$ cat config.mk
export PLATFORM = sky130hd
export DESIGN_NAME = skvt_ctrl
export DESIGN_NICKNAME = d
export VERILOG_FILES = /design/src/hdl/skvt_pkg.sv /design/src/hdl/skvt_ctrl.sv
export SDC_FILE = /design/constraint.sdc
export NUM_CORES = 1
export LEC_CHECK = 0
export BUFFER_PORTS_ARGS = -buffer_cell sky130_fd_sc_hd__buf_2
export CAP_MARGIN = 20
export CORE_MARGIN = 2
export CORE_UTILIZATION = 29
export CTS_BUF_LIST = sky130_fd_sc_hd__clkbuf_4 sky130_fd_sc_hd__clkbuf_8
export CTS_CLUSTER_DIAMETER = 200
export DETAILED_ROUTE_END_ITERATION = 8
export SYNTH_ARGS = -nofsm -noshare
export SYNTH_HDL_FRONTEND = slang
export SYNTH_SLANG_ARGS = --single-unit
$ cat constraint.sdc
create_clock -name clk -period 2.8 [get_ports clk]
set_input_delay 0.28 -clock clk [delete_from_list [all_inputs] [get_ports clk]]
set_output_delay 0.28 -clock clk [all_outputs]
set_load 0.005 [all_outputs]
$ cat src/hdl/skvt_pkg.sv
// shared types, constants and codes for the sorted key/value table
package skvt_pkg;

    localparam int CAPACITY   = 64;
    localparam int KEY_BITS   = 32;
    localparam int VALUE_BITS = 32;
    localparam int IDX_BITS   = $clog2(CAPACITY);
    localparam int CNT_BITS   = $clog2(CAPACITY + 1);
    localparam int POS_BITS   = 7;

    typedef enum logic [1:0] {
        REQ_SET    = 2'd0,
        REQ_GET    = 2'd1,
        REQ_REMOVE = 2'd2,
        REQ_CLEAR  = 2'd3
    } skvt_req_type_t;

    typedef enum logic [1:0] {
        ST_OK        = 2'd0,
        ST_NOT_FOUND = 2'd1,
        ST_ABSENT    = 2'd2,
        ST_FULL      = 2'd3
    } skvt_status_t;

    // what follows the search for the current request
    typedef enum logic [2:0] {
        ACT_DONE,
        ACT_UP,
        ACT_INS,
        ACT_GET,
        ACT_DN,
        ACT_DEL
    } skvt_act_t;

    typedef struct packed {
        logic [1:0]  req_type;
        logic [31:0] key;
        logic [31:0] value;
    } skvt_req_t;

    typedef struct packed {
        logic [1:0]  status;
        logic [31:0] value_out;
        logic [6:0]  position;
    } skvt_rsp_t;

    typedef struct packed {
        logic load;
        logic probe;
        logic cmp;
        logic act;
        logic up_wr;
        logic ins;
        logic dn_wr;
        logic del;
        logic get;
    } skvt_cmd_t;

    typedef struct packed {
        logic      is_clear;
        logic      lo_lt_hi;
        logic      cmp_eq;
        skvt_act_t act;
        logic      up_more;
        logic      dn_more;
    } skvt_stat_t;

endpackage

$ cat src/hdl/skvt_ctrl.sv
// request sequencer: search probes, shift loops and result strobe
module skvt_ctrl (
    input  logic                 clk,
    input  logic                 rst_n,
    input  logic                 start,
    input  skvt_pkg::skvt_stat_t stat,
    output skvt_pkg::skvt_cmd_t  cmd,
    output logic                 busy,
    output logic                 done
);

    typedef enum logic [3:0] {
        S_IDLE,
        S_PROBE,
        S_CMP,
        S_ACT,
        S_UP_WR,
        S_INS,
        S_DN_WR,
        S_DEL,
        S_GET
    } state_t;

    state_t state_reg;
    logic   busy_reg;
    logic   done_reg;

    always_comb
    begin
        cmd       = '0;
        cmd.load  = (state_reg == S_IDLE) && start;
        cmd.probe = (state_reg == S_PROBE);
        cmd.cmp   = (state_reg == S_CMP);
        cmd.act   = (state_reg == S_ACT);
        cmd.up_wr = (state_reg == S_UP_WR);
        cmd.ins   = (state_reg == S_INS);
        cmd.dn_wr = (state_reg == S_DN_WR);
        cmd.del   = (state_reg == S_DEL);
        cmd.get   = (state_reg == S_GET);
    end

    always_ff @(posedge clk or negedge rst_n)
    begin
        if (!rst_n)
        begin
            state_reg <= S_IDLE;
            busy_reg  <= 1'b0;
            done_reg  <= 1'b0;
        end
        else
        begin
            done_reg <= 1'b0;
            case (state_reg)
                S_IDLE:
                begin
                    if (start)
                    begin
                        if (stat.is_clear)
                            done_reg <= 1'b1;
                        else
                        begin
                            state_reg <= S_PROBE;
                            busy_reg  <= 1'b1;
                        end
                    end
                end
                S_PROBE:
                begin
                    state_reg <= stat.lo_lt_hi ? S_CMP : S_ACT;
                end
                S_CMP:
                begin
                    state_reg <= stat.cmp_eq ? S_ACT : S_PROBE;
                end
                S_ACT:
                begin
                    case (stat.act)
                        skvt_pkg::ACT_UP:  state_reg <= S_UP_WR;
                        skvt_pkg::ACT_INS: state_reg <= S_INS;
                        skvt_pkg::ACT_GET: state_reg <= S_GET;
                        skvt_pkg::ACT_DN:  state_reg <= S_DN_WR;
                        skvt_pkg::ACT_DEL: state_reg <= S_DEL;
                        default:
                        begin
                            state_reg <= S_IDLE;
                            busy_reg  <= 1'b0;
                            done_reg  <= 1'b1;
                        end
                    endcase
                end
                S_UP_WR:
                begin
                    if (!stat.up_more)
                        state_reg <= S_INS;
                end
                S_DN_WR:
                begin
                    if (!stat.dn_more)
                        state_reg <= S_DEL;
                end
                S_INS, S_DEL, S_GET:
                begin
                    state_reg <= S_IDLE;
                    busy_reg  <= 1'b0;
                    done_reg  <= 1'b1;
                end
                default:
                begin
                    state_reg <= S_IDLE;
                    busy_reg  <= 1'b0;
                end
            endcase
        end
    end

    assign busy = busy_reg;
    assign done = done_reg;

    a_busy_state: assert property (@(posedge clk) disable iff (!rst_n)
        busy_reg == (state_reg != S_IDLE))
        else $error("busy out of step with state");

    a_no_load_busy: assert property (@(posedge clk) disable iff (!rst_n)
        busy_reg |-> !cmd.load)
        else $error("request loaded while busy");

    a_done_after_finish: assert property (@(posedge clk) disable iff (!rst_n)
        (cmd.ins || cmd.del || cmd.get) |=> done_reg && !busy_reg)
        else $error("finished request gave no result");

endmodule

# == Word level (Yosys, flattened, before mapping) ==
# Index checks and enable logic that the tools add are counted.
# W data, S select, Z words.
# totals
ff_bits,6
inputBits,11
out_inout_bits,11
word_cells,45
# classes
eq_ne,18
mux,16
n_bitwise,1
reduce_logical,7
# ops
cell,n
$pmux W4 S6,1
$pmux W4 S5,1
$eq A4 B3 Y1 const B,4
$mux W4,4
$ne A2 B2 Y1 const B,5
$eq A4 B2 Y1 const B,2
$reduce_and A4 Y1,2
$mux W1,7
$eq A3 B2 Y1 const B,2
$eq A3 B3 Y1 const B,2
$pmux W1 S3,2
$reduce_or A5 Y1,1
$eq A4 B1 Y1 const B,1
$eq A4 B4 Y1 const B,1
$logic_not A4 Y1,1
$reduce_or A4 Y1,1
$eq A3 B1 Y1 const B,1
$reduce_or A3 Y1,1
$mux W2,1
$logic_and A1 B1 Y1,1
$not A1 Y1,1

# == Depth between registers and ports, before layout ==
# Gate-level depths: netlist of run 1.
# logic_depth
word_depth,4
ltp_mapped,4
ltp_nobuf,4

# == Worst setup path before layout of run 1 ==
# No wires, ideal clock.
# synth_path
path_kind,register to output
start,register state_reg[0]
end,output cmd[0] in the netlist's numbering
t_arrival_ns,0.953
required_ns,2.520
slack_ns,1.567
stages_incl_launch_ff,4
path_buffers,1
cell_sequence,dfrtp_1 -> clkbuf_1 -> nor2_1 -> and3_1
# synth_rtl
item,line_no,source
start: declaration,skvt_ctrl.sv:24,state_t state_reg;
start signal: assignment,skvt_ctrl.sv:69,state_reg <= stat.lo_lt_hi ? S_CMP : S_ACT;
start signal: assignment,skvt_ctrl.sv:73,state_reg <= stat.cmp_eq ? S_ACT : S_PROBE;
end: declaration,skvt_ctrl.sv:7,"output skvt_pkg::skvt_cmd_t cmd,"

==> results of run 1 <==
-- metal layers --
layer / global-route usage, % / up-vias / routed length [um]
met5: 0 / - / 0
met4: 5.29 / 0 / 12
met3: 8.00 / 2 / 115
met2: 18.6 / 17 / 490
met1: 17.2 / 223 / 511
li1: - / 262 / -
-- power groups by stage --
stage	Combinational [mW]	Clock (mW)	Sequential [mW]
detailed placement	0.243	0	0.185
finish	0.239	0.0813	0.182
CTS	0.245	0.0849	0.183
global placement	0.242	0	0.186
global route	0.278	0.0897	0.195
floorplan	0.206	0	0.140
-- worst max-delay path, delay by kind of cell (launching register included) --
family	cells	cell delay (ns)
buffers and inverters	2	0.16
flip-flops	1	0.49
AND/OR/NAND/NOR	2	0.42
-- timing repair --
| item | 4_1_cts | 5_1_grt |
|---|---|---|
| setup endpoints to repair | 0 | 0 |
| hold endpoints to repair | 6 | 0 |
| hold buffers | 1 | 0 |
-- area by class of cell --
type	instances	area, um2	share of cell area (%)
clock buffer	3	22.5	3.56
sequential	6	150	23.8
timing repair buffer	22	115	18.2
tap	16	20.0	3.17
multi-input combinational	46	298	47.1
inverter	7	26.3	4.16
-- worst paths after layout --
| path | endpoint | slack (ns) | startpoint | cells after the start |
|---|---|---|---|---|
| min in group asynchronous | state_reg[0] | 0.38 | rst_n | 2 |
| min reg2reg | busy | 0.54 | busy | 2 |
| max in group asynchronous | done | 2.27 | rst_n | 2 |
| max reg2reg | state_reg[0] | 1.43 | state_reg[2] | 3 |
| max | cmd[8] | 1.19 | state_reg[0] | 4 |
| min | state_reg[3] | 0.27 | stat[4] | 2 |
-- synth_stat cells, drive strengths merged, types with 2 or more instances --
library cell  n
nor2          6
clkbuf        3
nand3         2
a21oi         3
ha            2
nand3b        2
inv           7
nand2b        3
or3b          2
dfrtp         6
nor3          3
nand2         4
o21ai         3
a21o          2
-- through the flow --
| stage | util, % | setup WS [ns] | hold slack, ns | power, mW |
|---|---|---|---|---|
| after floorplan | - | 1.57 | -0.0156 | 0.346 |
| after global placement | 38.9 | 1.40 | 0.111 | 0.428 |
| after detailed placement | 38.9 | 1.37 | 0.113 | 0.428 |
| after CTS | 41.0 | 1.18 | 0.266 | 0.513 |
| after global routing | 41.0 | 1.02 | 0.282 | 0.562 |
| final | 41.0 | 1.19 | 0.271 | 0.502 |
-- kinds of logic (layout without fill, tap and decap cells) --
kind of cell | Yosys count | after routing
buf+inv | 11 | 32
fa+ha+maj | 2 | 2
flops | 6 | 6
compound gates | 16 | 16
xor+xnor | 1 | 1
simple gates | 27 | 27
==> flow_metrics.py, run 1 <==
metrics = {
    "yosys": {
        "synth.area.mux_share_pct": 0,
        "yosys_register_bits": 6,
        "avgSynthCellArea_um2": 7.79,
        "synthAdderAreaFrac_pct": 5.10,
        "syn_nets": 76,
        "synth_top_cell_area_share_pct": 30.6,
        "ys_async_sr_fraction_pct": 100,
        "synth-xor-area-share_pct": 1.79,
        "synth_top_family_by_area": "simple AND/OR/NAND/NOR gates",
        "ys.flop_type": "dfrtp_1",
        "synthSimpleGateAreaFrac_pct": 30.6,
        "synth_area_leaders": "dfrtp_1, inv_1, ha_1, nor2_1, nand2b_1",
        "synth_compound_area_share_pct": 23.2,
        "synth_edf_count": 0,
        "synth_area_um2": 490,
        "synth.distinct_cells": 30,
        "yosysSeqAreaShare_pct": 30.6,
        "synth-warning-count": 0,
        "syn_inst": 63,
        "synth_area_leader_cell": "dfrtp_1",
    },
    "drt": {
        "wl_per_cell_um": 11.3,
        "dr.pass1.iters": 4,
        "drc_errors": 0,
        "via_per_inst": 5.04,
        "wl_mm": 1.13,
        "vias": 504,
        "detail-route-antenna-nets": 0,
        "dr.first_iter.drc_count": 9,
    },
    "sta": {
        "fin_crit_sh_pct": 57.4,
        "skew_ns": 0.00423,
        "setup_tns_ns": 0,
        "finalSetupViolCount": 0,
        "tightest_slew_ns": 0.342,
        "fmax_ghz": 0.622,
        "rsz0062_at_grt": "false",
        "slew_violations": 0,
        "finalHoldViolations": 0,
        "min_period_ns": 1.61,
        "relSlewSlack_pct": 77.2,
    },
    "final_layout": {
        "antennaDiodeCount": 0,
        "design_area_um2": 632,
        "nFillCells": 165,
        "final_nets": 99,
        "final_common_cell": "buf_2",
        "largest_register_ff_count": 4,
        "layout.cells.non_filler": 100,
        "final_cell_mix": "buf_2, inv_1, nor2_1, dfrtp_1, nand2_1",
        "syn_to_final_growth_pct": 28.8,
        "drive_gt1_share_pct": 29.8,
    },
    "global_routing": {
        "grt_overflow": 0,
        "grt_pass1_wl_mm": 1.88,
        "antenna_found_initial": 0,
        "grt_pass1_vias": 438,
        "grtUsageTotal_pct": 13.5,
        "grt_max_degree": 14,
    },
    "worst_setup_path": {
        "path_cells": "nor2_1, nand3_1, inv_1, buf_2",
        "end_kind": "primary output",
        "critPathKind": "reg2out",
        "worstPathRequired_ns": 2.52,
        "worstPathArrival_ns": 1.33,
        "cp-start-kind": "register",
        "max_stage_delay_ns": 0.49,
        "worstPathMaxFanout": 13,
        "cpMaxStageDelayCell": "dfrtp_1",
    },
    "clock_network": {
        "path_clk_slew_ns": 0.05,
        "postCtsSetupBuffers": 0,
        "cts_resized": 0,
        "cts_tree": "yes",
        "h-tree-depth": 1,
        "insertion_delay_ns": 0.25,
        "cts_made_buffers": 3,
        "cts_root_buf": "clkbuf_4",
        "cts.path.max_buffers": 2,
        "cts_sinks": 6,
    },
    "power_and_ir_drop": {
        "swShare_pct": 42.3,
        "switchingPower_uw": 213,
        "pwr-share-seq_pct": 36.3,
        "leakage_nw": 0.333,
        "internal-power_uw": 290,
        "pwr-share-clk_pct": 16.2,
        "ir_drop_v": 0.000313,
        "power_density_mw_per_mm2": 795,
        "p_comb_share_pct": 47.5,
    },
    "status": {
        "run_status": "finished clean",
    },
    "place": {
        "gp_congestion": 0.763,
        "io_buffers": 21,
        "dp_hpwl_um": 895,
        "placed_cells": 96,
        "post_dp_cell_area_um2": 599,
    },
    "run": {
        "maxCapViolCount": 0,
    },
    "floorplan": {
        "die_y_um": 45.1,
        "start_util_pct": 31.8,
        "dieArea_mm2": 0.00204,
        "die_w_um": 45.1,
        "rows": 14,
        "core-area_mm2": 0.00154,
        "io_pins": 22,
    },
    "min_path": {
        "hold_class": "in2reg",
    },
}
Power figures use the tool's default switching activity.
==> run 2, diff against run 1 <==
ABC_AREA = 1   (was not set)
clock period = 1.4 ns   (was 2.8 ns; I/O delays follow)
==> flow_metrics.py, run 2 <==
metrics = {
    "yosys": {
        "synth_common_cells": "nand2_1, inv_1, nand3_1, nor2_1, dfrtp_1",
        "synth_top_cell_area_share_pct": 31.2,
        "ys.flop_type": "dfrtp_1",
        "synth.distinct_cells": 16,
        "syn_nets": 87,
        "synth_area_leaders": "dfrtp_1, nand3_1, nand2_1, inv_1, nor2_1",
        "yosys_register_bits": 6,
        "synth_area_um2": 482,
        "synth-warning-count": 0,
        "synth_area_leader_cell": "dfrtp_1",
        "syn_inst": 74,
        "yosysSeqAreaShare_pct": 31.2,
        "ys_async_sr_fraction_pct": 100,
        "synth_edf_count": 0,
        "synth_most_common_cell": "nand2_1",
        "avgSynthCellArea_um2": 6.51,
    },
    "worst_setup_path": {
        "worstPathRequired_ns": 1.26,
        "critPathKind": "reg2out",
        "worstPathMaxFanout": 6,
        "ff2ff_setup_slack_ns": 0.25,
        "ff2ff_path_depth": 6,
        "crit_cells": 4,
        "end_kind": "primary output",
        "cp-start-kind": "register",
        "critical_path_buf_inv_count": 2,
        "max_stage_delay_ns": 0.46,
        "path_cells": "inv_2, nand2_2, nor3_2, buf_2",
        "critPathTopFamily": "flip-flops",
        "cpMaxStageDelayCell": "dfrtp_2",
        "r2r-end": "busy",
        "worstPathArrival_ns": 1.19,
        "rr_startpoint": "state_reg[0]",
    },
    "place": {
        "placed_cells": 111,
        "io_buffers": 21,
        "dp_hpwl_um": 965,
        "gp_congestion": 0.831,
    },
    "sta": {
        "finalHoldViolations": 0,
        "setup_tns_ns": 0,
        "min_period_ns": 1.33,
        "tightest_slew_ns": 0.190,
        "slew_violations": 0,
        "fmax_ghz": 0.752,
        "skew_ns": 0.00320,
        "finalSetupViolCount": 0,
        "relSlewSlack_pct": 87.2,
        "fin_crit_sh_pct": 95.0,
        "rsz0062_at_grt": "true",
    },
    "drt": {
        "dr.pass1.iters": 4,
        "wl_mm": 1.21,
        "dr.first_iter.drc_count": 6,
        "wl_per_cell_um": 10.4,
        "via_per_inst": 4.77,
        "detail-route-antenna-nets": 0,
        "drc_errors": 0,
        "vias": 558,
    },
    "final_layout": {
        "largest_register_ff_count": 4,
        "antennaDiodeCount": 0,
        "drive_gt1_share_pct": 43.6,
        "syn_to_final_growth_pct": 42.6,
        "final_nets": 116,
        "final_cell_mix": "buf_2, nand2_1, nand3_1, inv_1, nor2_1",
        "nFillCells": 162,
        "postLayoutCoreUtil_pct": 45.1,
        "layout.cells.non_filler": 117,
        "final_common_cell": "buf_2",
        "multi_input_area_um2": 304,
        "register_area_um2": 154,
    },
    "power_and_ir_drop": {
        "leakage_nw": 0.414,
        "power_mw": 1.15,
        "ir_drop_v": 0.000578,
        "power_density_mw_per_mm2": 1680,
    },
    "global_routing": {
        "grt_pass1_vias": 482,
        "grt_pass1_wl_mm": 1.82,
        "antenna_found_initial": 0,
        "grt_max_degree": 7,
        "grt_overflow": 0,
        "grtUsageTotal_pct": 13.3,
    },
    "min_path": {
        "hold_class": "in2reg",
        "min_path_cells": 3,
        "whs_endpoint": "state_reg[1]",
        "min_from": "stat[5]",
    },
    "floorplan": {
        "start_util_pct": 31.6,
        "dieArea_mm2": 0.00200,
        "core-area_mm2": 0.00152,
        "io_pins": 22,
        "die_w_um": 44.8,
        "die_y_um": 44.8,
        "rows": 14,
    },
    "clock_network": {
        "insertion_delay_ns": 0.24,
        "cts_root_buf": "clkbuf_4",
        "cts.path.max_buffers": 2,
        "path_clk_slew_ns": 0.04,
        "cts_tree": "yes",
        "h-tree-depth": 1,
        "cts_sinks": 6,
        "cts_made_buffers": 3,
    },
    "status": {
        "run_status": "finished clean",
    },
    "run": {
        "maxCapViolCount": 0,
    },
}
-- run 2: cell count changes after synthesis, sizes merged, moves of 3 or more --
cell / previous run / this run
inv: 7 / 15
nor2: 6 / 9
nand2: 4 / 19
clkbuf: 3 / 0
nand2b: 3 / 0
nand3: 2 / 13
-- run 2: layer usage --
metal | vias up | routed length (um) | GRT usage, %
li1 | 291 | - | -
met1 | 245 | 503 | 15.3
met2 | 20 | 625 | 20.6
met3 | 2 | 67 | 2.40
met4 | 0 | 16 | 12.7
met5 | - | 0 | 0
-- run 2: how the worst max path moves through the flow --
stage / endpoint / slack, ns / from
6_report: cmd[0] / 0.07 / state_reg[0]
5_1_grt: cmd[0] / -0.03 / state_reg[0]
4_1_cts: cmd[0] / 0.002 / state_reg[0]
3_5_place_dp: busy / 0.23 / state_reg[2]
3_3_place_gp: busy / 0.24 / state_reg[2]
2_1_floorplan: busy / 0.32 / state_reg[2]
-- run 2: cell families (layout without fill, tap and decap cells) --
logic type	Yosys count	in the layout	synth area share, %
simple gates	45	45	44.7
buf+inv	15	42	11.7
compound gates	6	6	7.27
flops	6	6	31.2
fa+ha+maj	2	2	5.19
-- run 2: worst reg2reg max path: stages (launching register included) --
cell      delay [ns]
dfrtp_2         0.45
inv_2           0.08
buf_4           0.14
nand2_1         0.10
a21boi_1        0.17
nand3_1         0.09
nand2_1         0.07
-- run 2: per-stage QoR --
step                worst slack [ns]  instance area (um2)  hold WS (ns)
floorplan                      0.321                  482        -0.156
global placement               0.243                  607       -0.0302
detailed placement             0.228                  607       -0.0321
CTS                          0.00195                  639         0.118
global route                 -0.0257                  687         0.129
finish                        0.0695                  687         0.122
-- run 2: final cells by class --
class                           count  share of cell area, %
Clock buffer                        3                   3.28
Inverter                           15                   8.20
Multi-Input combinational cell     53                   44.3
Sequential cell                     6                   22.4
Tap cell                           16                   2.91
Timing Repair Buffer               24                   18.9
-- run 2: power breakdown --
| part | switching, mW | total, mW | internal, mW |
|---|---|---|---|
| Clock | 0.0586 | 0.155 | 0.0967 |
| Sequential | 0.0920 | 0.341 | 0.249 |
| Combinational | 0.385 | 0.656 | 0.271 |
-- run 2: repair_timing --
action	in CTS	in global routing
resized for setup	0	13
endpoints found under the setup margin	0	5
hold endpoints to repair	6	0
setup buffers	0	2
hold buffers	1	0
